===== config.mk =====
export PLATFORM = sky130hd
export DESIGN_NAME = hrtp_ram
export DESIGN_NICKNAME = d
export VERILOG_FILES = /design/src/hdl/hrtp_ram.sv
export SDC_FILE = /design/constraint.sdc
export NUM_CORES = 2
export LEC_CHECK = 0
export BUFFER_PORTS_ARGS = -buffer_cell sky130_fd_sc_hd__buf_2
export CORE_MARGIN = 2
export CORE_UTILIZATION = 40
export CTS_CLUSTER_DIAMETER = 80
export DETAILED_ROUTE_END_ITERATION = 8
export GPL_TIMING_DRIVEN = 0
export MAX_ROUTING_LAYER = met4
export PLACE_DENSITY = 0.57
export RECOVER_POWER = 100
export SLEW_MARGIN = 30
export SYNTH_ARGS = -nofsm -noshare
export SYNTH_HDL_FRONTEND = slang
export SYNTH_SLANG_ARGS = --single-unit

===== constraint.sdc =====
create_clock -name clk -period 2.8 [get_ports clk]
set_input_delay 0.42 -clock clk [delete_from_list [all_inputs] [get_ports clk]]
set_output_delay 0.42 -clock clk [all_outputs]
set_load 0.005 [all_outputs]

===== src/hdl/hrtp_ram.sv =====
module hrtp_ram #(
  parameter int WIDTH = 8,
  parameter int DEPTH = 256
) (
  input  logic                     clk,
  input  logic                     we,
  input  logic [$clog2(DEPTH)-1:0] waddr,
  input  logic [WIDTH-1:0]         wdata,
  input  logic                     re,
  input  logic [$clog2(DEPTH)-1:0] raddr,
  output logic [WIDTH-1:0]         rdata
);

  logic [WIDTH-1:0] mem [DEPTH];

  always_ff @(posedge clk) begin
    if (we) begin
      mem[waddr] <= wdata;
    end
    if (re) begin
      rdata <= mem[raddr];
    end
  end

endmodule


==> out/results.ini <==
[detailed_routing]
dr.pass1.iters = 6
dr_total_vias = 41400
post_drt_via_cell_ratio = 6.05
wirelength_mm = 247
drt_iter0_markers = 6186
wire_per_inst_um = 36.2
post-route-drc-count = 0
antenna_left = 0

[hold_path]
min_path_type = primary input to register
hp-start = waddr[1]

[logic_synthesis]
postSynthNetCount = 3760
synth-seq-cells = 2056
syn_avg_cell_area_um2 = 21.3
synth_edf_count = 2056
synth_cell_types = 54
synth_ff_type = edfxtp_1
synth.largest_area_cell = edfxtp_1
synth_top_cell_area_share = 0.775
ys_warn_count = 0
netlist_area_um2 = 79600
yosysSeqAreaShare = 0.775
synth_area_leaders = edfxtp_1 78%, mux4_2 13%, mux2i_1 1.7%, nor2_1 1.3%, a22oi_1 1.3%
ys_async_sr_fraction = 0
netlist_instances = 3733

[setup_path]
crit_buf_inv = 4
crit_start = waddr[0]
cp_top_family = buffers and inverters
rr_endpoint = rdata[3]
cpMaxStageDelayCell = nor2_1
cp.required_ns = 3.29
endpoint = mem[109][2]
rr_worst_depth = 7
startpoint_type = primary input
critical_path_class = primary input to register
reg2reg_from = mem[208][3]
cp.depth = 7
crit_arrival_ns = 3.44
end_kind = register
rrSetupSlack_ns = -0.06
cp_max_fo = 10
worst_path_largest_cell_delay_ns = 0.74
path_cells = clkbuf_1 -> nor2b_1 -> clkbuf_1 -> nand4_1 -> clkbuf_2 -> clkbuf_2 -> nor2_1

[cts]
path_clk_slew_ns = 0.06
root_buffer = clkbuf_16
insertion_delay_ns = 0.85
cts_buffers = 204
cts_tree = done
cts_max_level = 4
cts_max_path_buffers = 3
clock-sinks = 2056

[die]
num_rows = 163
die_h_um = 450
die_w_um = 450
core_um2 = 198000
num_io_pins = 35
start_util = 0.403
die_area_um2 = 203000

[power_and_ir_drop]
power_density_nw_per_um2 = 709
finalPower_mw = 64.6
vdd_drop_max_v = 0.000513
power.leakage_nw = 27.9

[grt]
grt_usage = 0.250
antenna_found_initial = 14
grt_max_degree = 117
grt_pass1_vias = 40500
grt_remaining_overflow = 0
grt_pass1_wl_mm = 337

[outcome]
status = finished, violations left
violations = max-capacitance violations, max-slew violations, negative setup slack

[timing]
grt_setup_unrepaired = yes
timing.final.ws_setup_ns = -0.149
fin_worst_skew_ns = 0.0593
worst_pin_slew_ns = 2.06
fin_crit_ns = 2.95
finalMaxSlewViolations = 372
setup_viol = 209
fmax_mhz = 339
hold_viol = 0
finalSetupTns_ns = -11.32
period_share = 1.05
slew_headroom = -0.374

[final_layout]
fin_cells = 6833
final_nets = 4045
fill_cells = 16400
area_delta_synth_final_pct = 14.3
drive_gt1_frac = 0.253

[job]
maxCapViolations = 6

[placement]
gp_congestion = 0.929
dp_cells = 6445
io_buffers = 27
dp_hpwl_mm = 170

-- power by group --
group	leakage, nW	internal, mW	switching (mW)
Sequential	18.5	34.0	0.0334
Clock	3.13	14.7	12.1
Combinational	6.26	1.17	2.61
Total	27.9	49.8	14.7
-- per-stage QoR --
step	setup slack [ns]	utilization	cell area, um^2	hold slack, ns
floorplan	0.304	-	79600	0.519
global placement	-3.13	0.420	83100	0.821
detailed placement	-2.12	0.427	84500	0.819
CTS	0.00199	0.463	91500	0.0212
global route	-0.138	0.461	91000	0.488
finish	-0.149	0.461	91000	0.512
-- state kept, by name, indices dropped and copies added (netlist names) --
register	cells
rdata	8
mem	2048
-- cells by family (layout without fill, tap and decap cells) --
logic type,Yosys count,in the layout,synth area share
buffers and inverters,235,684,0.0183
AND/OR/NAND/NOR,466,466,0.0263
other,0,11,0
multiplexers,591,591,0.146
flip-flops,2056,2056,0.775
AO/OA/AOI/OAI,385,385,0.0342
-- final cells by class --
cell class	count	area [um^2]	share of cell area
flip-flops and latches	2056	61700	0.678
multi-input cells	1442	17000	0.187
clock buffers	249	5270	0.0579
well taps	2640	3300	0.0363
plain buffers	230	1630	0.0179
clock inverters	121	1220	0.0134
repair buffers	82	845	0.00928
diodes	11	27.5	0.000302
inverters	2	7.51	0.0000825
-- what timing repair did --
action	in CTS	in global routing
pin swaps	3	3
setup endpoints to repair	8	171
hold buffers	8	0
resized for setup	110	50
hold endpoints to repair	219	0
setup buffers	2	0
-- synthesized netlist by cell type (16+ instances only) --
cell,number
a211oi_1,16
nor4_1,24
buf_4,27
buf_6,21
a22oi_1,133
edfxtp_1,2056
a21oi_1,96
mux2i_1,134
nor3_1,22
buf_1,22
nand2_1,33
mux4_2,454
o22ai_1,28
nor2b_1,31
clkbuf_1,111
nand3_1,34
o221ai_1,46
buf_2,31
nor2_1,282
-- how the worst min path moves through the flow --
stage               cells past startpoint  slack (ns)          end
global placement                        1        0.82     rdata[1]
CTS                                     1        0.02  mem[246][1]
finish                                  3        0.51  mem[155][3]
detailed placement                      1        0.82     rdata[0]
floorplan                               0        0.52    mem[0][0]
global route                            3        0.49  mem[155][6]
-- metal layers --
metal / vias to the layer above / wire length (um) / share of wire / global-route usage
li1: 16300 / - / - / -
met1: 22400 / 98200 / 0.40 / 0.339
met2: 2260 / 114000 / 0.46 / 0.373
met3: 411 / 24800 / 0.10 / 0.0541
met4: 0 / 10500 / 0.043 / 0.0901
met5: - / 0 / 0 / -
-- worst register-to-register path: cells and delay by family (launching register included) --
family,cells,cell delay [ns]
and+or+nand+nor,2,0.67
DFF,1,0.36
buffers and inverters,1,0.27
AOI/OAI and AO/OA,3,0.82
muxes,1,0.48
-- layout by cell type (no fill, tap or decap), types with 10 or more instances in the layout --
master	netlist	routed
o22ai_1	28	28
o211ai_1	10	10
nand3_1	34	33
nand4_1	10	10
nor4_4	0	21
nand2_1	33	32
edfxtp_1	2056	2056
o221ai_1	46	45
clkinv_2	0	29
mux2i_1	134	134
mux4_2	454	454
a22oi_1	133	133
o21ai_0	10	10
buf_2	31	42
clkbuf_16	0	204
nor2_1	282	251
clkbuf_4	0	31
buf_6	21	28
a221oi_1	13	13
nor2b_1	31	29
a21oi_2	0	11
buf_16	0	12
bufinv_16	0	13
clkinv_16	0	11
a211oi_1	16	14
buf_12	8	11
nor3_1	22	13
clkbuf_2	0	57
clkinv_1	1	58
buf_4	27	45
nor2_2	0	30
a21oi_1	96	85
clkbuf_1	111	101
buf_8	13	14
diode_2	0	11
(Power assumes the default switching activity.)
