[config.mk]
export PLATFORM = sky130hd
export DESIGN_NAME = hrtp_writer
export DESIGN_NICKNAME = d
export VERILOG_FILES = /design/src/hdl/hrtp_pkg.sv /design/src/hdl/hrtp_writer.sv
export SDC_FILE = /design/constraint.sdc
export NUM_CORES = 1
export LEC_CHECK = 0
export ABC_AREA = 1
export BUFFER_PORTS_ARGS = -buffer_cell sky130_fd_sc_hd__buf_2
export CELL_PAD_IN_SITES_DETAIL_PLACEMENT = 0
export CELL_PAD_IN_SITES_GLOBAL_PLACEMENT = 1
export CORE_AREA = 2 2 168 170
export DETAILED_ROUTE_END_ITERATION = 10
export DIE_AREA = 0 0 170 172
export GPL_ROUTABILITY_DRIVEN = 0
export PLACE_DENSITY = 0.89
export SYNTH_ARGS = -nofsm -noshare
export SYNTH_HDL_FRONTEND = slang
export SYNTH_SLANG_ARGS = --single-unit
[constraint.sdc]
create_clock -name clk -period 9.1 [get_ports clk]
set_input_delay 0.91 -clock clk [delete_from_list [all_inputs] [get_ports clk]]
set_output_delay 0.91 -clock clk [all_outputs]
set_load 0.01 [all_outputs]
[src/hdl/hrtp_pkg.sv]
package hrtp_pkg;

  localparam int PACKET_BYTES = 1200;
  localparam int HEADER_BYTES = 12;
  localparam int STORE_DEPTH  = 2048;
  localparam int DESC_BYTES   = 6;
  localparam int FU_CHUNK     = PACKET_BYTES - HEADER_BYTES - 2;
  localparam int BIG_LIMIT    = PACKET_BYTES - HEADER_BYTES;

  localparam int AW  = $clog2(STORE_DEPTH);
  localparam int CW  = $clog2(STORE_DEPTH + 1);
  localparam int PRW = $clog2(PACKET_BYTES + 1);

  // A queued NALU takes at least two data bytes plus its descriptor.
  localparam int DESC_DEPTH = STORE_DEPTH / 8;
  localparam int DW         = $clog2(DESC_DEPTH);
  localparam int DCW        = $clog2(DESC_DEPTH + 1);

  localparam logic [7:0] FU_A_TYPE     = 8'd28;
  localparam logic [7:0] NAL_TYPE_MASK = 8'h1F;
  localparam logic [7:0] NRI_MASK      = 8'h60;
  localparam logic [7:0] FU_START      = 8'h80;
  localparam logic [7:0] FU_END        = 8'h40;

  typedef logic [AW-1:0] addr_t;
  typedef logic [CW-1:0] count_t;
  typedef logic [DW-1:0] desc_idx_t;
  typedef logic [DCW-1:0] desc_cnt_t;

  typedef enum logic {
    OP_PUSH = 1'b0,
    OP_PULL = 1'b1
  } op_t;

  typedef enum logic [1:0] {
    ST_PUSH_OK = 2'd0,
    ST_BYTE    = 2'd1,
    ST_FULL    = 2'd2,
    ST_EMPTY   = 2'd3
  } status_t;

  // Where the outgoing byte comes from once the store read returns.
  typedef enum logic [1:0] {
    BK_DATA    = 2'd0,
    BK_IND_RAM = 2'd1,
    BK_IND_REG = 2'd2,
    BK_HDR     = 2'd3
  } byte_kind_t;

  typedef enum logic [1:0] {
    PH_IND  = 2'd0,
    PH_HDR  = 2'd1,
    PH_DATA = 2'd2
  } fu_phase_t;

  typedef struct packed {
    logic [31:0] stamp;
    count_t      len;
    logic        first;
    logic        last;
  } desc_t;

  typedef struct packed {
    status_t     status;
    byte_kind_t  kind;
    logic        pkt_start;
    logic        pkt_end;
    logic        fr_first;
    logic        fr_last;
    logic        fu_s;
    logic        fu_e;
    logic [31:0] ptime;
  } pull_info_t;

  function automatic addr_t addr_add(addr_t a, addr_t n);
    logic [AW:0] s;
    s = {1'b0, a} + {1'b0, n};
    if (s >= (AW+1)'(STORE_DEPTH)) begin
      s = s - (AW+1)'(STORE_DEPTH);
    end
    return s[AW-1:0];
  endfunction

  function automatic addr_t addr_sub(addr_t a, addr_t n);
    logic [AW:0] s;
    if (a >= n) begin
      s = {1'b0, a} - {1'b0, n};
    end else begin
      s = {1'b0, a} + (AW+1)'(STORE_DEPTH) - {1'b0, n};
    end
    return s[AW-1:0];
  endfunction

endpackage

[src/hdl/hrtp_writer.sv]
module hrtp_writer (
  input  logic              clk,
  input  logic              rst,
  input  logic              push_fire,
  input  logic [7:0]        data_byte,
  input  logic              end_of_frame,
  input  logic [31:0]       timestamp,
  input  hrtp_pkg::count_t  take,
  output logic              reject,
  output logic              byte_we,
  output hrtp_pkg::addr_t   byte_waddr,
  output logic [7:0]        byte_wdata,
  output logic              desc_we,
  output hrtp_pkg::desc_idx_t desc_waddr,
  output hrtp_pkg::desc_t   desc_wdata
);
  import hrtp_pkg::*;

  addr_t       write_pointer, write_pointer_next;
  addr_t       nalu_base, nalu_base_next;
  count_t      stored_count, stored_count_next;
  count_t      nalu_len, nalu_len_next;
  logic [1:0]  zero_run, zero_run_next;
  logic        inside_nalu, inside_nalu_next;
  logic        first_nalu_pending, first_nalu_pending_next;
  logic        frame_open;
  logic [31:0] frame_time, frame_time_next;
  desc_idx_t   desc_wr_idx;

  logic        sc_hit, keep;
  count_t      len_a, len_b, trim, taken;
  logic [CW:0] freed, held;
  addr_t       wp_close;
  count_t      sc_close;

  always_comb begin
    sc_hit = (zero_run >= 2'd2) && (data_byte == 8'h01);
    len_a  = (nalu_len >= count_t'(2)) ? nalu_len - count_t'(2) : '0;
    len_b  = (len_a > count_t'(1) && zero_run == 2'd3) ? len_a - count_t'(1) : len_a;
    keep   = len_b > count_t'(1);
    trim   = nalu_len - len_b;
    if (!inside_nalu) begin
      freed = '0;
    end else if (keep) begin
      freed = {1'b0, trim};
    end else begin
      freed = {1'b0, nalu_len} + (CW+1)'(DESC_BYTES);
    end
    held = {1'b0, stored_count} - freed;
    if (sc_hit) begin
      reject = held > (CW+1)'(STORE_DEPTH - DESC_BYTES);
    end else begin
      reject = inside_nalu && (stored_count >= count_t'(STORE_DEPTH));
    end
  end

  always_comb begin
    taken = (take > stored_count) ? stored_count : take;
    write_pointer_next      = write_pointer;
    nalu_base_next          = nalu_base;
    stored_count_next       = stored_count - taken;
    nalu_len_next           = nalu_len;
    zero_run_next           = zero_run;
    inside_nalu_next        = inside_nalu;
    first_nalu_pending_next = first_nalu_pending;
    frame_time_next         = frame_open ? frame_time : timestamp;
    byte_we    = 1'b0;
    byte_waddr = write_pointer;
    byte_wdata = data_byte;
    desc_we    = 1'b0;
    desc_waddr = desc_wr_idx;
    desc_wdata = '{stamp: frame_time_next, len: len_b, first: first_nalu_pending, last: 1'b0};
    wp_close   = write_pointer;
    sc_close   = stored_count;

    if (push_fire && !reject) begin
      if (sc_hit) begin
        // close the running NALU, then reserve a descriptor slot for the next
        if (inside_nalu) begin
          if (keep) begin
            desc_we  = 1'b1;
            wp_close = addr_sub(write_pointer, AW'(trim));
            sc_close = stored_count - trim;
            first_nalu_pending_next = 1'b0;
          end else begin
            wp_close = nalu_base;
            sc_close = stored_count - nalu_len - count_t'(DESC_BYTES);
          end
        end
        nalu_base_next     = wp_close;
        write_pointer_next = addr_add(wp_close, AW'(DESC_BYTES));
        stored_count_next  = sc_close + count_t'(DESC_BYTES);
        nalu_len_next      = '0;
        inside_nalu_next   = 1'b1;
        zero_run_next      = '0;
      end else begin
        if (inside_nalu) begin
          byte_we            = 1'b1;
          write_pointer_next = addr_add(write_pointer, AW'(1));
          stored_count_next  = stored_count + count_t'(1);
          nalu_len_next      = nalu_len + count_t'(1);
        end
        if (data_byte == 8'h00) begin
          zero_run_next = (zero_run == 2'd3) ? 2'd3 : zero_run + 2'd1;
        end else begin
          zero_run_next = '0;
        end
      end
      if (end_of_frame) begin
        if (inside_nalu_next) begin
          if (nalu_len_next > count_t'(1)) begin
            desc_we    = 1'b1;
            desc_wdata = '{stamp: frame_time_next, len: nalu_len_next,
                           first: first_nalu_pending_next, last: 1'b1};
          end else begin
            write_pointer_next = nalu_base_next;
            stored_count_next  = stored_count_next - nalu_len_next - count_t'(DESC_BYTES);
          end
        end
        inside_nalu_next        = 1'b0;
        zero_run_next           = '0;
        first_nalu_pending_next = 1'b1;
      end
    end
  end

  always_ff @(posedge clk) begin
    if (rst) begin
      write_pointer      <= '0;
      nalu_base          <= '0;
      stored_count       <= '0;
      nalu_len           <= '0;
      zero_run           <= '0;
      inside_nalu        <= 1'b0;
      first_nalu_pending <= 1'b1;
      frame_open         <= 1'b0;
      frame_time         <= '0;
      desc_wr_idx        <= '0;
    end else begin
      write_pointer      <= write_pointer_next;
      nalu_base          <= nalu_base_next;
      stored_count       <= stored_count_next;
      nalu_len           <= nalu_len_next;
      zero_run           <= zero_run_next;
      inside_nalu        <= inside_nalu_next;
      first_nalu_pending <= first_nalu_pending_next;
      if (push_fire && !reject) begin
        frame_time <= frame_time_next;
        frame_open <= !end_of_frame;
      end
      if (desc_we) begin
        desc_wr_idx <= (desc_wr_idx == DW'(DESC_DEPTH - 1)) ? '0 : desc_wr_idx + DW'(1);
      end
    end
  end

endmodule

==> out/results.ini <==
[yosys]
syn-instance-count=1876
ys_async_sr_fraction_pct=0
synth_enable_flop_cells=0
ys_types=61
yosysWarnings=0
netlist_area_um2=11300
ys_seq_elements=91
synth_nets=2050
synth_common_cells=nand2_1 (417), inv_1 (291), o21ai_0 (176)
synth_area_leaders=dfxtp_1 (16%), nand2_1 (14%), ha_1 (12%), inv_1 (9.7%), o21ai_0 (7.8%)
synth_top_area_share_pct=16.1
ys_seq_area_share_pct=16.1
synth_top_area_cell=dfxtp_1
synth_ff_type=dfxtp_1
postSynthAreaPerCell_um2=6.02
post-synth-top-count-cell=nand2_1

[critical_path]
worst_ep_required_time_ps=8190
critPathLaunchType=register
cpPeakStageDelay_ps=470
critPathKind=reg -> out
critPathArrivalTime_ps=7450
cp-end-kind=primary output
crit_slowest_cell=dfxtp_1
worstPathMaxFanout=13

[timing]
slew_headroom_pct=32.8
setup_viol=0
hold_viol_final=0
report.final.slew_viol_count=0
fin_crit_sh_pct=91.9
finalWorstSetupSlack_ps=741
max_freq_mhz=120
fin_worst_skew_ps=11.0
tightest_slew_ps=1010
period_needed_ps=8360
rsz0062_at_grt=false
tns_ps=0

[finish]
syn2layout_area_growth_pct=10.5
multi_input_area_um2=8010
nNetsFinal=2134
drive_above_1_share_pct=12.9
regArea_um2=1820
antenna_cells=0
fillCellCount=2973

[clocking]
htree_levels=3
ctsRootBufferMaster=clkbuf_16
clock-sinks=91
clkLatencyLatePin_ps=370
clk_pin_slew_ps=80
cts_tree=yes
clk_path_buf_depth=2
postCtsHoldBufs=0
numCtsBuffers=9

[power]
p_leak_nw=6.38
peakVddDrop_uv=192
power_density_nw_per_um2=289

[drt]
firstDrtPassIters=6
via_count=12517
drt-total-wl_mm=37.5
drc=0
wl_per_cell_um=16.2
ant_nets=0
routed_via_density=5.42
initialDrtViolationCount=1032

[floorplanning]
coreArea_um2=27500
fp.dieH_um=172
initial_core_util_pct=41.1
die_area_um2=29200
io_pins=132
rows=61
dieWidth_um=170

[min_path]
hold_path.class=reg -> reg

[place]
dpl_worst_slack_ps=1000
place_hpwl_mm=29.4
portBuffers=131

[global_routing]
grt_use_total_pct=25.6
grt_max_degree=108
antenna_found_initial=0
grt_pass1_vias=11271
grt_pass1_wl_mm=58.7
overflow=0

[run_status]
status=finished, final reports clean

[job]
drv_cap=0

sequential cells by signal, summed over array words and instances, names as in the netlist:
name,count
frame_time,32
nalu_len,12
stored_count,12
byte_waddr,11
nalu_base,11
desc_waddr,8
zero_run,2
first_nalu_pending,1
frame_open,1
inside_nalu,1
worst paths after layout:
kind / cells past startpoint / slack (ps) / startpoint / end
setup / recovery: 41 / 740 / nalu_len[0] / desc_wdata[2]
hold / removal: 2 / 450 / frame_time[5] / frame_time[5]
setup reg to reg: 52 / 900 / nalu_len[0] / stored_count[11]
hold reg to reg: 2 / 450 / frame_time[5] / frame_time[5]
where the power goes:
group          total (W)  leakage [nW]  switching (W)  internal, W
Clock           0.000406         0.150       0.000209     0.000197
Combinational    0.00267          5.48        0.00165      0.00102
Sequential      0.000526         0.751      0.0000848     0.000441
Total            0.00360          6.38        0.00194      0.00166
stage by stage:
step	util, %	total power (W)	cells	cell area (µm²)	hold WS [ps]
after floorplan	-	0.00254	1876	11300	424
after global placement	44.3	0.00309	2295	12200	435
after detailed placement	44.3	0.00315	2295	12200	441
after CTS	45.4	0.00357	2311	12500	455
after global routing	45.4	0.00402	2311	12500	470
final	45.4	0.00360	2311	12500	452
final cells by class:
cell class | instances | share of cell area (%)
multi-input cells | 1406 | 64.1
well taps | 346 | 3.47
inverters | 308 | 9.30
clock buffers | 9 | 1.80
clock inverters | 7 | 0.651
repair buffers | 144 | 6.03
flip-flops and latches | 91 | 14.6
layer usage:
metal	share of wire (%)	GRT usage [%]
met1	45	33.7
met2	45	42.9
met3	6.7	2.93
met4	3.1	9.85
met5	0	0
cells by family (layout without fill, tap and decap cells):
group	after synthesis	in the layout	synth area share, %
AND/OR/NAND/NOR	798	798	31.6
AO/OA/AOI/OAI	436	436	21.3
buffers and inverters	379	468	13.2
adder cells (fa/ha/maj)	118	118	13.5
flip-flops	91	91	16.1
XOR/XNOR	53	53	4.18
multiplexers	1	1	0.0886
worst max-delay path, delay by kind of cell (launching register included):
| kind | cells | cell delay (ps) |
|---|---|---|
| AND/OR/NAND/NOR | 21 | 2790 |
| buffers and inverters | 8 | 1030 |
| adder cells (fa/ha/maj) | 4 | 870 |
| flip-flops | 1 | 470 |
| AO/OA/AOI/OAI | 6 | 1410 |
| XOR/XNOR | 2 | 510 |
cell usage in the layout (no fill, tap or decap), types with 18 or more instances in the layout:
cell / n
dfxtp_1: 91
inv_1: 289
a21oi_1: 161
nand2_2: 18
nand3_1: 132
nand4_1: 18
ha_1: 112
o21ai_0: 176
buf_2: 131
nor2_1: 127
nand2_1: 417
xor2_1: 35
what timing repair did:
| action | 4_1_cts | 5_1_grt |
|---|---|---|
| endpoints found under the setup margin | 0 | 10 |
| resized for setup | 0 | 2 |
| buffers inserted | 0 | 0 |
No activity file was read; power rests on OpenSTA's default activity.
