<file path="config.mk">
export PLATFORM = sky130hd
export DESIGN_NAME = hrtp_reader
export DESIGN_NICKNAME = d
export VERILOG_FILES = /design/src/hdl/hrtp_pkg.sv /design/src/hdl/hrtp_reader.sv
export SDC_FILE = /design/constraint.sdc
export NUM_CORES = 1
export LEC_CHECK = 0
export BUFFER_PORTS_ARGS = -buffer_cell sky130_fd_sc_hd__clkbuf_2
export CAP_MARGIN = 20
export CORE_AREA = 2 2 139 141
export CTS_BUF_LIST = sky130_fd_sc_hd__clkbuf_8
export DETAILED_ROUTE_END_ITERATION = 6
export DIE_AREA = 0 0 141 143
export PLACE_DENSITY = 0.79
export SLEW_MARGIN = 25
export SYNTH_ARGS = -nofsm -noshare
export SYNTH_HDL_FRONTEND = slang
export SYNTH_SLANG_ARGS = --single-unit
</file>
<file path="constraint.sdc">
create_clock -name clk -period 6.8 [get_ports clk]
set_clock_uncertainty 0.1 [all_clocks]
set_input_delay 1.02 -clock clk [delete_from_list [all_inputs] [get_ports clk]]
set_output_delay 1.02 -clock clk [all_outputs]
set_load 0.02 [all_outputs]
</file>
<file path="src/hdl/hrtp_pkg.sv">
package hrtp_pkg;

  localparam int PACKET_BYTES = 1200;
  localparam int HEADER_BYTES = 12;
  localparam int STORE_DEPTH  = 2048;
  localparam int DESC_BYTES   = 6;
  localparam int FU_CHUNK     = PACKET_BYTES - HEADER_BYTES - 2;
  localparam int BIG_LIMIT    = PACKET_BYTES - HEADER_BYTES;

  localparam int AW  = $clog2(STORE_DEPTH);
  localparam int CW  = $clog2(STORE_DEPTH + 1);
  localparam int PRW = $clog2(PACKET_BYTES + 1);

  // A queued NALU takes at least two data bytes plus its descriptor.
  localparam int DESC_DEPTH = STORE_DEPTH / 8;
  localparam int DW         = $clog2(DESC_DEPTH);
  localparam int DCW        = $clog2(DESC_DEPTH + 1);

  localparam logic [7:0] FU_A_TYPE     = 8'd28;
  localparam logic [7:0] NAL_TYPE_MASK = 8'h1F;
  localparam logic [7:0] NRI_MASK      = 8'h60;
  localparam logic [7:0] FU_START      = 8'h80;
  localparam logic [7:0] FU_END        = 8'h40;

  typedef logic [AW-1:0] addr_t;
  typedef logic [CW-1:0] count_t;
  typedef logic [DW-1:0] desc_idx_t;
  typedef logic [DCW-1:0] desc_cnt_t;

  typedef enum logic {
    OP_PUSH = 1'b0,
    OP_PULL = 1'b1
  } op_t;

  typedef enum logic [1:0] {
    ST_PUSH_OK = 2'd0,
    ST_BYTE    = 2'd1,
    ST_FULL    = 2'd2,
    ST_EMPTY   = 2'd3
  } status_t;

  // Where the outgoing byte comes from once the store read returns.
  typedef enum logic [1:0] {
    BK_DATA    = 2'd0,
    BK_IND_RAM = 2'd1,
    BK_IND_REG = 2'd2,
    BK_HDR     = 2'd3
  } byte_kind_t;

  typedef enum logic [1:0] {
    PH_IND  = 2'd0,
    PH_HDR  = 2'd1,
    PH_DATA = 2'd2
  } fu_phase_t;

  typedef struct packed {
    logic [31:0] stamp;
    count_t      len;
    logic        first;
    logic        last;
  } desc_t;

  typedef struct packed {
    status_t     status;
    byte_kind_t  kind;
    logic        pkt_start;
    logic        pkt_end;
    logic        fr_first;
    logic        fr_last;
    logic        fu_s;
    logic        fu_e;
    logic [31:0] ptime;
  } pull_info_t;

  function automatic addr_t addr_add(addr_t a, addr_t n);
    logic [AW:0] s;
    s = {1'b0, a} + {1'b0, n};
    if (s >= (AW+1)'(STORE_DEPTH)) begin
      s = s - (AW+1)'(STORE_DEPTH);
    end
    return s[AW-1:0];
  endfunction

  function automatic addr_t addr_sub(addr_t a, addr_t n);
    logic [AW:0] s;
    if (a >= n) begin
      s = {1'b0, a} - {1'b0, n};
    end else begin
      s = {1'b0, a} + (AW+1)'(STORE_DEPTH) - {1'b0, n};
    end
    return s[AW-1:0];
  endfunction

endpackage

</file>
<file path="src/hdl/hrtp_reader.sv">
module hrtp_reader (
  input  logic                 clk,
  input  logic                 rst,
  input  logic                 pull_fire,
  input  logic                 commit,
  input  hrtp_pkg::desc_t      desc_rdata,
  output logic                 pull_wait,
  output hrtp_pkg::pull_info_t info,
  output logic                 byte_re,
  output hrtp_pkg::addr_t      byte_raddr,
  output hrtp_pkg::count_t     take,
  output logic                 desc_re,
  output hrtp_pkg::desc_idx_t  desc_raddr
);
  import hrtp_pkg::*;

  logic        rd_active, rd_big, rd_first, rd_last, frag_last;
  count_t      rd_rem;
  logic [31:0] rd_time;
  fu_phase_t   fu_phase, fu_phase_next;
  logic [15:0] fragment_index;
  logic [PRW-1:0] packet_remaining;
  addr_t       read_pointer;
  desc_cnt_t   ready_count, desc_avail;
  desc_idx_t   desc_rd_idx;
  logic        head_valid, fetch_pending;
  desc_t       head;

  logic        empty, activate, pop, fetch, done;
  logic        e_big, e_first, e_last, n_fl;
  count_t      e_rem, rem_next;
  logic [31:0] e_time;
  addr_t       rp_desc, e_rp, rp_next;
  logic [15:0] e_fi;
  logic [PRW-1:0] e_pr, pr1, pr2;
  fu_phase_t   e_phase;
  count_t      take0;
  logic        big_new;

  always_comb begin
    empty     = !rd_active && (ready_count == '0);
    activate  = !rd_active;
    pull_wait = activate && !empty && !head_valid;
    big_new   = head.len > count_t'(BIG_LIMIT);
    rp_desc   = addr_add(read_pointer, AW'(DESC_BYTES));

    e_big   = activate ? big_new : rd_big;
    e_first = activate ? head.first : rd_first;
    e_last  = activate ? head.last : rd_last;
    e_time  = activate ? head.stamp : rd_time;
    if (activate) begin
      e_rem = big_new ? head.len - count_t'(1) : head.len;
      e_rp  = big_new ? addr_add(rp_desc, AW'(1)) : rp_desc;
      take0 = big_new ? count_t'(DESC_BYTES + 1) : count_t'(DESC_BYTES);
      e_fi  = '0;
      e_pr  = '0;
    end else begin
      e_rem = rd_rem;
      e_rp  = read_pointer;
      take0 = '0;
      e_fi  = fragment_index;
      e_pr  = packet_remaining;
    end
    e_phase = fu_phase;
    n_fl    = frag_last;
    pr1     = e_pr;
    if (e_pr == '0) begin
      if (e_big) begin
        n_fl    = e_rem <= count_t'(FU_CHUNK);
        pr1     = n_fl ? PRW'(e_rem) + PRW'(2) : PRW'(FU_CHUNK + 2);
        e_phase = PH_IND;
      end else begin
        pr1 = PRW'(e_rem);
      end
    end

    info           = '0;
    info.status    = empty ? ST_EMPTY : ST_BYTE;
    info.kind      = BK_DATA;
    info.pkt_start = e_pr == '0;
    info.ptime     = e_time;
    fu_phase_next  = e_phase;
    rp_next        = e_rp;
    rem_next       = e_rem;
    take           = '0;
    byte_re        = 1'b0;
    byte_raddr     = e_rp;
    if (e_big && e_phase == PH_IND) begin
      info.kind     = activate ? BK_IND_RAM : BK_IND_REG;
      fu_phase_next = PH_HDR;
      byte_raddr    = rp_desc;
      byte_re       = pull_fire && activate && !empty;
    end else if (e_big && e_phase == PH_HDR) begin
      info.kind     = BK_HDR;
      info.fu_s     = e_fi == '0;
      info.fu_e     = n_fl;
      fu_phase_next = PH_DATA;
    end else begin
      rp_next  = addr_add(e_rp, AW'(1));
      rem_next = (e_rem != '0) ? e_rem - count_t'(1) : e_rem;
      take     = count_t'(1);
      byte_re  = pull_fire && !empty;
    end
    // release store bytes only on an accepted pull
    take          = (pull_fire && !empty) ? take + take0 : '0;
    pr2           = pr1 - PRW'(1);
    info.pkt_end  = pr2 == '0;
    info.fr_first = e_big ? (e_first && e_fi == '0) : e_first;
    info.fr_last  = e_big ? (e_last && n_fl) : e_last;
    if (empty) begin
      info        = '0;
      info.status = ST_EMPTY;
    end
    done = info.pkt_end && (!e_big || n_fl);

    pop        = pull_fire && activate && !empty;
    fetch      = !fetch_pending && (!head_valid || pop) && (desc_avail != '0);
    desc_re    = fetch;
    desc_raddr = desc_rd_idx;
  end

  always_ff @(posedge clk) begin
    if (rst) begin
      rd_active        <= 1'b0;
      rd_big           <= 1'b0;
      rd_first         <= 1'b0;
      rd_last          <= 1'b0;
      frag_last        <= 1'b0;
      rd_rem           <= '0;
      rd_time          <= '0;
      fu_phase         <= PH_IND;
      fragment_index   <= '0;
      packet_remaining <= '0;
      read_pointer     <= '0;
      ready_count      <= '0;
      desc_avail       <= '0;
      desc_rd_idx      <= '0;
      head_valid       <= 1'b0;
      fetch_pending    <= 1'b0;
    end else begin
      if (pull_fire && !empty) begin
        rd_active        <= !done;
        rd_big           <= e_big;
        rd_first         <= e_first;
        rd_last          <= e_last;
        rd_time          <= e_time;
        frag_last        <= n_fl;
        rd_rem           <= rem_next;
        fu_phase         <= fu_phase_next;
        packet_remaining <= pr2;
        read_pointer     <= rp_next;
        fragment_index   <= (info.pkt_end && e_big) ? e_fi + 16'd1 : e_fi;
      end
      ready_count <= ready_count + DCW'(commit) - DCW'(pull_fire && !empty && done);
      desc_avail  <= desc_avail + DCW'(commit) - DCW'(fetch);
      if (fetch) begin
        desc_rd_idx <= (desc_rd_idx == DW'(DESC_DEPTH - 1)) ? '0 : desc_rd_idx + DW'(1);
      end
      fetch_pending <= fetch;
      if (fetch_pending) begin
        head_valid <= 1'b1;
      end else if (pop) begin
        head_valid <= 1'b0;
      end
    end
  end

  always_ff @(posedge clk) begin
    if (fetch_pending) begin
      head <= desc_rdata;
    end
  end

endmodule

</file>
==> results by group, run 1 <==
Status
  • Status: finished, final reports clean

Worst setup path
  • Worst r2r dst: ready_count[8]
  • R2r worst-path depth: 37
  • Buf/Inv on CP: 4
  • CP Class: register to register
  • Crit start category: register
  • Worst R2R Setup Slack: 80 ps
  • Worst EP required: 7010 ps
  • CP most frequent cell: nor2_1
  • Worst Path Arrival: 6930 ps
  • CP top delay family: simple AND/OR/NAND/NOR gates
  • Max Fanout on Critical Path: 4
  • Critical Path Sink Type: register
  • Largest stage delay, worst path: 560 ps
  • Worst path slowest cell: or4b_4
  • Reg2reg start: head[6]

STA
  • RSZ-0062 raised after global routing: true
  • Period utilization: 98.9%
  • Crit path time final: 6720 ps
  • Final Hold Fails: 0
  • Worst Hold Slack: 356 ps
  • Fin worst setup slack: 78.1 ps
  • Max Freq: 149 MHz
  • Final setup vio count: 0
  • Fin. max-slew vios: 0
  • Slew HR: 43.4%
  • Least-Margin Pin Slew: 826 ps

Global routing
  • GRT overflow: 0
  • Tot GR Track Use: 25.9%
  • Pin count of the biggest net entering global routing: 73
  • First-pass GRT wire length: 42700 um
  • Initial antenna violation count: 0
  • Vias in the first global route: 8895

Routing
  • Vias per inst: 5.88
  • Vias: 9598
  • DRT antenna net count: 0
  • DR iter-0 viols: 768
  • First-pass DRT Iterations: 5
  • Detailed Route WL: 26200 um
  • DRC violations left: 0
  • Routed len/inst: 16.1 um

Placed design
  • Detail Placement HPWL: 18300 um
  • Port bufs: 116
  • DP Area: 11100 um2
  • Gpl congestion: 0.981
  • Inst Count DP: 1594
  • Post-Place Worst Slack: -49.3 ps

Yosys
  • EDFF count, synth: 46
  • Distinct cell type count after synthesis: 82
  • Ys async rst share: 0%
  • Register area share after synthesis: 36.7%
  • Synth Instances: 1278
  • Synth warn: 0
  • Yosys top cell area share: 23.1%
  • Largest area contributor in the netlist: dfxtp_1
  • Top FF cell, synth: dfxtp_1
  • FF+latch count, synth: 163
  • Synthesized area per cell: 7.93 um2
  • Synth area leaders: dfxtp_1 23%, edfxtp_1 14%, nand2_1 9.2%
  • Area of the mapped netlist: 10100 um2

Die
  • Core area: 18600 um2
  • Die Y: 143 um
  • Num rows: 50
  • Top-level port count: 126
  • Die width: 141 um
  • Die ar.: 20200 um2
  • Initial Util: 54.6%

Clocking
  • Worst-skew pair later-pin latency: 450 ps
  • Clk slew on worst S/H paths: 90 ps
  • Clk sink count: 163
  • Clock Tree Root: clkbuf_8
  • Num CTS Buffers: 17
  • TritonCTS clock tree: yes
  • H-tree Lvls: 4
  • Bufs on Longest Clock Path: 2

Cells and area
  • FILL cells: 1621
  • Layout overhead on the synthesized area: 14.5%
  • Antenna Cells: 0
  • # nets final: 1480
  • Most common cell after layout, fill and taps aside: nand2_1
  • Post-layout instance area: 11600 um2
  • Share of layout cells above drive strength 1: 18.1%
  • Most frequent cells in the layout: 246 x nand2_1, 115 x dfxtp_1, 115 x clkbuf_2
  • Layout Cells excl Fill: 1632

Power and ir drop
  • Leak: 0.00472 uW
  • Max IR drop VDD: 0.267 mV
  • Power Density: 383 nW/um2

Hold path
  • Beginning of the worst hold path: rd_rem[6]
  • Hold Crit Class: register to register
  • Hold depth: 2
  • Hold Path End: rd_rem[6]

Flow run
  • Max-Cap Viols: 0
[worst max path at each step]
stage / startpoint / to / slack, ps / depth (start not counted)
final: head[6] / ready_count[8] / 80 / 37
after CTS: head[8] / ready_count[8] / 50 / 37
after detailed placement: head[8] / ready_count[8] / -50 / 37
after floorplan: head[5] / ready_count[8] / -150 / 40
after global routing: head[6] / ready_count[8] / -310 / 37
after global placement: head[8] / ready_count[8] / 100 / 37
[stage by stage]
step	TNS [ps]	power, uW	util [%]
6_report	0	4450	62.5
5_1_grt	-454	4770	62.5
4_1_cts	0	4360	61.8
3_5_place_dp	-49.3	3600	59.5
3_3_place_gp	0	3560	59.5
2_1_floorplan	-154	3010	-
[flip-flops by register name, summed over array words and instances, names as in the netlist, 2 cells and up]
name and flops:
desc_avail 9, desc_raddr 8, fragment_index 16, fu_phase 2
head 46, packet_remaining 11, rd_rem 12, rd_time 32
read_pointer 11, ready_count 9
[logic make-up (layout without fill, tap and decap cells)]
family / after synthesis / in the layout / share of synthesized area, %
flops: 163 / 163 / 36.7
simple gates: 546 / 546 / 24.7
other cells: 2 / 9 / 0.0741
mux: 14 / 14 / 1.44
buf+inv: 136 / 249 / 5.68
fa+ha+maj: 45 / 45 / 5.70
compound gates: 298 / 298 / 19.2
xor+xnor: 74 / 74 / 6.39
[layer usage]
metal | GRT usage [%] | vias to the layer above | routed length, um
met5 | 0 | - | 0
met4 | 8.63 | 0 | 573
met3 | 4.73 | 45 | 1820
met2 | 43.0 | 325 | 12300
met1 | 34.3 | 4522 | 11600
li1 | - | 4706 | -
[Yosys cell counts, types with 6 or more instances]
library cell / count
nand2_1: 248
o21bai_1: 6
nand4_1: 14
buf_4: 11
xor2_1: 30
a31oi_1: 11
buf_1: 6
o211ai_1: 6
and3_1: 14
o21ai_0: 65
a21o_1: 7
a211oi_1: 12
a311oi_1: 14
or3_1: 8
xnor2_1: 44
mux2i_1: 9
a41o_1: 10
ha_1: 43
nor2b_1: 9
and2_1: 12
or2_2: 8
buf_2: 7
clkbuf_1: 65
edfxtp_1: 46
nor2_1: 110
a21oi_1: 107
dfxtp_1: 117
inv_1: 44
nand3_1: 36
nor4_1: 21
nor3_1: 31
[worst min-delay path, cell delays in order (launching register included)]
cell     delay, ps
dfxtp_1        320
nand2_1         50
a21oi_1         50
[where the power goes]
group / total (uW) / switching [uW] / internal [uW]
clock: 738 / 424 / 314
combinational: 2330 / 1430 / 896
sequential: 1380 / 171 / 1210
[what timing repair did]
| action | 4_1_cts | 5_1_grt |
|---|---|---|
| gates resized for setup | 2 | 19 |
| gates cloned | 0 | 0 |
| pin swaps | 1 | 15 |
| setup buffers | 0 | 5 |
| hold buffers | 0 | 0 |
| setup endpoints to repair | 1 | 4 |
[cell type report]
class	count	area, um2	share of cell area (%)
Timing Repair Buffer	172	1010	8.67
Inverter	45	169	1.45
Tap cell	234	293	2.52
Clock buffer	17	234	2.01
Clock inverter	15	185	1.59
Multi-Input combinational cell	986	5990	51.6
Sequential cell	163	3730	32.1
(Power assumes the default switching activity.)
==> run 2, diff against run 1 <==
Settings changed: CORE_AREA 2 2 139 141 to 10 10 147 149, DIE_AREA 0 0 141 143 to 0 0 157 159.
==> run 2 against run 1 <==
- routed wire length rose by 5.7%
- total power fell by 0.48%
- fmax barely moved
- clock power fell by 2%
- utilization fell by 0.39 points
- critical endpoint unchanged
- clock-buffer cell count did not move
- largest cell class unchanged
- sequential share of layout area rose by 0.20 points
- first-iteration DRC count rose by 14%
- global-route usage fell by 4.2 points
- final area fell by 0.62%
- sequential power barely moved
==> results by group, run 2 (synthesis gave the netlist of run 1 again) <==
Status
  • Status: finished, final reports clean

Die
  • Die width: 157 um
  • Initial Util: 54.6%
  • Top-level port count: 126
  • Core area: 18600 um2
  • Num rows: 50
  • Die ar.: 25000 um2
  • Die Y: 159 um

STA
  • Final setup vio count: 0
  • Period utilization: 98.9%
  • Slew HR: 31.8%
  • Final Hold Fails: 0
  • Least-Margin Pin Slew: 1020 ps
  • Crit path time final: 6730 ps
  • Fin worst setup slack: 74.7 ps
  • Max Freq: 149 MHz
  • RSZ-0062 raised after global routing: true
  • Fin. max-slew vios: 0

Clocking
  • Bufs on Longest Clock Path: 2
  • Clk slew on worst S/H paths: 90 ps
  • TritonCTS clock tree: yes
  • Clock Tree Root: clkbuf_8
  • Worst-skew pair later-pin latency: 480 ps
  • Num CTS Buffers: 17
  • H-tree Lvls: 4
  • Clk sink count: 163

Routing
  • DRC violations left: 0
  • Routed len/inst: 17.0 um
  • First-pass DRT Iterations: 6
  • DR iter-0 viols: 872
  • Vias: 9558
  • Detailed Route WL: 27700 um
  • Vias per inst: 5.87
  • DRT antenna net count: 0

Cells and area
  • Multi-input gate area: 5980 um2
  • Post-layout instance area: 11500 um2
  • Biggest regs: head (46), rd_time (32), fragment_index (16)
  • Share of layout cells above drive strength 1: 17.4%
  • Layout overhead on the synthesized area: 13.8%
  • Most common cell after layout, fill and taps aside: nand2_1
  • FILL cells: 1586
  • Biggest register: head
  • Most frequent cells in the layout: 246 x nand2_1, 115 x dfxtp_1, 115 x clkbuf_2
  • # nets final: 1476
  • Reg area: 3730 um2
  • Max reg flops: 46
  • Antenna Cells: 0

Flow run
  • Max-Cap Viols: 0

Power and ir drop
  • Internal: 2390 uW
  • Power Density: 384 nW/um2
  • Seq pwr share: 31.3%
  • Clock Power Share: 16.3%
  • Max IR drop VDD: 0.236 mV
  • Sw power: 2040 uW
  • Comb power frac: 52.3%
  • Sw Share: 46.0%
  • Leak: 0.00468 uW

Global routing
  • GR met2 Demand/Resource: 36.2%
  • Tot GR Track Use: 21.7%
  • First-pass GRT wire length: 45500 um
  • Pin count of the biggest net entering global routing: 95
  • GRT overflow: 0
  • Vias in the first global route: 9318
  • Initial antenna violation count: 1
  • Gr busiest metal: met2
  • Met3 Usage GRT: 5.18%
  • M1 GR Usage: 27.3%

Worst setup path
  • Worst R2R Setup Slack: 70 ps
  • CP top delay family: simple AND/OR/NAND/NOR gates
  • Buf/Inv on CP: 4
  • Worst EP required: 7030 ps
  • CP most frequent cell: nor2_1
  • Max Fanout on Critical Path: 4
  • Worst Path Arrival: 6960 ps
  • Worst path slowest cell: or4b_4
  • Critical Path Sink Type: register
  • CP Class: register to register
  • Crit start category: register
  • Largest stage delay, worst path: 550 ps

Placed design
  • Post-Place Worst Slack: -84.1 ps
  • Detail Placement HPWL: 19400 um
  • Gpl congestion: 0.973
  • Port bufs: 116
  • DP Area: 11000 um2

Hold path
  • Hold Crit Class: register to register
==> run 2: cell types whose count changed in the layout (fill, tap and decap cells not counted), moves of 2 or more <==
cell	before	now
buf_4	56	53
clkinv_8	4	2
inv_1	42	44
inv_2	3	1
==> run 2: stage by stage <==
step / util [%] / cells / TNS, ps / hold slack, ps / total power (uW)
6_report: 62.1 / 1628 / 0 / 357 / 4430
5_1_grt: 62.1 / 1628 / -818 / 374 / 4750
4_1_cts: 61.6 / 1625 / 0 / 361 / 4380
3_5_place_dp: 59.4 / 1593 / -111 / 346 / 3640
3_3_place_gp: 59.4 / 1593 / 0 / 341 / 3570
2_1_floorplan: - / 1285 / -154 / 331 / 3010
==> run 2: area by class of cell <==
type / count / share of cell area [%]
inverters: 45 / 1.46
clock inverters: 15 / 1.43
repair buffers: 168 / 8.43
multi-input cells: 986 / 51.8
well taps: 234 / 2.54
clock buffers: 17 / 2.03
flip-flops and latches: 163 / 32.3
==> run 2: power by group through the flow <==
stage | logic (uW) | registers (uW) | clock network (uW)
after floorplan | 1650 | 1350 | 0
after global placement | 2180 | 1400 | 0
after detailed placement | 2240 | 1400 | 0
after CTS | 2260 | 1380 | 736
after global routing | 2560 | 1410 | 777
final | 2320 | 1390 | 724
==> run 2: timing repair <==
| action | CTS | global route |
|---|---|---|
| setup endpoints to repair | 2 | 5 |
| pin swaps | 1 | 9 |
| gates resized for setup | 1 | 11 |
| hold buffers | 0 | 0 |
| setup buffers | 0 | 3 |
==> run 2: final timing paths <==
check        depth (start not counted)      start             end
max                                 37    head[5]  ready_count[8]
min                                  2  rd_rem[5]       rd_rem[5]
max reg2reg                         37    head[5]  ready_count[8]
min reg2reg                          2  rd_rem[5]       rd_rem[5]
==> run 2: per-layer routing <==
layer / routed length [um] / part of all wire [%] / vias up
met5: 13 / 0.047 / -
met3: 2090 / 7.5 / 42
met2: 13400 / 48 / 360
met4: 367 / 1.3 / 2
li1: - / - / 4695
met1: 11800 / 43 / 4459
==> run 2: worst register-to-register path, delay by kind of cell (launching register included) <==
kind	cells	cell delay [ps]
AND/OR/NAND/NOR	18	3020
AO/OA/AOI/OAI	7	1240
adder cells (fa/ha/maj)	5	1150
flip-flops	1	400
XOR/XNOR	2	260
buffers and inverters	4	240
multiplexers	1	190
==> run 3, diff against run 2 <==
Settings changed: CORE_AREA 10 10 147 149 to 10 10 171 173, DIE_AREA 0 0 157 159 to 0 0 181 183, PLACE_DENSITY 0.79 to 0.6.
==> run 3 against run 2 <==
- die area increased by 33%
- global-route usage decreased by 4.9 points
- worst hold slack improved by 2.2 ps
- final area increased by 1.7%
- utilization decreased by 17 points
- first-iteration DRC count decreased by 25%
- register-to-register slack improved by 40 ps
- worst setup slack improved by 39 ps
- combinational power increased by 2%
- non-clock buffer count increased by 4
==> results by group, run 3 (synthesis gave the netlist of run 1 again) <==
Hold path
  • Hold Crit Class: register to register
  • Beginning of the worst hold path: rd_time[7]

Worst setup path
  • Largest stage delay, worst path: 560 ps
  • Worst EP required: 7030 ps
  • Worst path slowest cell: or4b_4
  • Reg2reg start: head[6]
  • Crit start category: register
  • CP most frequent cell: nor2_1
  • Max Fanout on Critical Path: 4
  • Critical Path Sink Type: register
  • CP Class: register to register
  • CP startpoint: head[6]
  • Worst Path Arrival: 6920 ps

Cells and area
  • Biggest register: head
  • Biggest regs: head (46), rd_time (32), fragment_index (16)
  • Post-layout instance area: 11700 um2
  • # nets final: 1480
  • Reg area: 3730 um2
  • Multi-input gate area: 5990 um2
  • Layout Cells excl Fill: 1733
  • Most common cell after layout, fill and taps aside: nand2_1
  • Layout overhead on the synthesized area: 15.7%
  • Antenna Cells: 0
  • FILL cells: 2546
  • Share of layout cells above drive strength 1: 18.1%
  • Most frequent cells in the layout: 246 x nand2_1, 115 x dfxtp_1, 115 x clkbuf_2
  • Max reg flops: 46

Die
  • Top-level port count: 126
  • Die ar.: 33100 um2
  • Die width: 181 um
  • Core area: 25800 um2
  • Num rows: 59
  • Die Y: 183 um
  • Initial Util: 39.4%

STA
  • RSZ-0062 raised after global routing: true
  • Slew HR: 36.0%
  • Fin. max-slew vios: 0
  • Final Hold Fails: 0
  • Least-Margin Pin Slew: 959 ps
  • Period utilization: 98.3%
  • Max Freq: 150 MHz
  • Worst Hold Slack: 360 ps
  • Fin worst setup slack: 113 ps
  • Crit path time final: 6690 ps
  • Final setup vio count: 0

Routing
  • Routed len/inst: 16.5 um
  • Vias: 9439
  • Vias per inst: 5.45
  • DR iter-0 viols: 657
  • Detailed Route WL: 28600 um
  • DRC violations left: 0
  • First-pass DRT Iterations: 5
  • DRT antenna net count: 0

Global routing
  • Vias in the first global route: 9083
  • Tot GR Track Use: 16.8%
  • GRT overflow: 0
  • Initial antenna violation count: 1
  • First-pass GRT wire length: 46900 um
  • Pin count of the biggest net entering global routing: 84

Power and ir drop
  • Seq pwr share: 30.1%
  • Power Density: 380 nW/um2
  • Max IR drop VDD: 0.210 mV
  • Comb power frac: 53.0%
  • Internal: 2380 uW
  • Sw Share: 46.5%
  • Sw power: 2070 uW
  • Clock Power Share: 16.9%
  • Leak: 0.00472 uW

Placed design
  • Post-Place Worst Slack: -183 ps
  • DP Area: 11200 um2
  • Port bufs: 116
  • Gpl congestion: 0.927
  • Detail Placement HPWL: 19900 um
  • Inst Count DP: 1697

Clocking
  • Clk sink count: 163
  • Bufs on Longest Clock Path: 2
  • Hold_buf cts: 0
  • H-tree Lvls: 4
  • Clock Tree Root: clkbuf_8
  • TritonCTS clock tree: yes
  • Num CTS Buffers: 17
  • Clk slew on worst S/H paths: 100 ps
  • Worst-skew pair later-pin latency: 480 ps

Flow run
  • Max-Cap Viols: 0

Status
  • Status: finished, final reports clean
-- run 3: worst max-delay path: cells and delay by family, from the launching register on --
family | cells | cell delay (ps)
XOR/XNOR | 2 | 260
AO/OA/AOI/OAI | 7 | 1190
multiplexers | 1 | 180
buffers and inverters | 4 | 240
flip-flops | 1 | 390
adder cells (fa/ha/maj) | 5 | 1190
AND/OR/NAND/NOR | 18 | 2990
-- run 3: power groups by stage --
| stage | clock [uW] | sequential, uW | combinational (uW) |
|---|---|---|---|
| 2_1_floorplan | 0 | 1350 | 1650 |
| 3_3_place_gp | 0 | 1360 | 2270 |
| 3_5_place_dp | 0 | 1360 | 2290 |
| 4_1_cts | 771 | 1340 | 2310 |
| 5_1_grt | 806 | 1370 | 2640 |
| 6_report | 752 | 1340 | 2360 |
-- run 3: through the flow --
stage	util (%)	total power [uW]	TNS, ps
3_5_place_dp	43.4	3650	-186
4_1_cts	45.1	4420	0
3_3_place_gp	43.4	3630	0
5_1_grt	45.5	4820	-510
6_report	45.5	4460	0
2_1_floorplan	-	3010	-154
-- run 3: path summary, 6_finish.rpt --
check | endpoint | slack (ps) | depth (start not counted)
setup reg to reg | ready_count[8] | 110 | 37
hold reg to reg | rd_time[7] | 360 | 2
setup / recovery | ready_count[8] | 110 | 37
hold / removal | rd_time[7] | 360 | 2
-- run 3: final cells by class --
cell class | count | share of cell area (%)
sequential | 163 | 31.8
clock buffer | 17 | 1.99
tap | 335 | 3.57
timing repair buffer | 172 | 8.58
multi-input combinational | 986 | 51.1
clock inverter | 15 | 1.55
inverter | 45 | 1.44
-- run 3: what timing repair did --
action,in CTS,in global routing
buffers inserted,0,3
endpoints found under the setup margin,3,4
resized for setup,3,19
pin swaps,1,10
-- run 3: metal layers --
layer / global-route usage (%) / vias up / part of all wire, %
met5: 0 / - / 0.028
met4: 4.43 / 2 / 1.4
met3: 3.60 / 29 / 5.3
met2: 27.6 / 231 / 46
met1: 22.0 / 4467 / 47
li1: - / 4710 / -
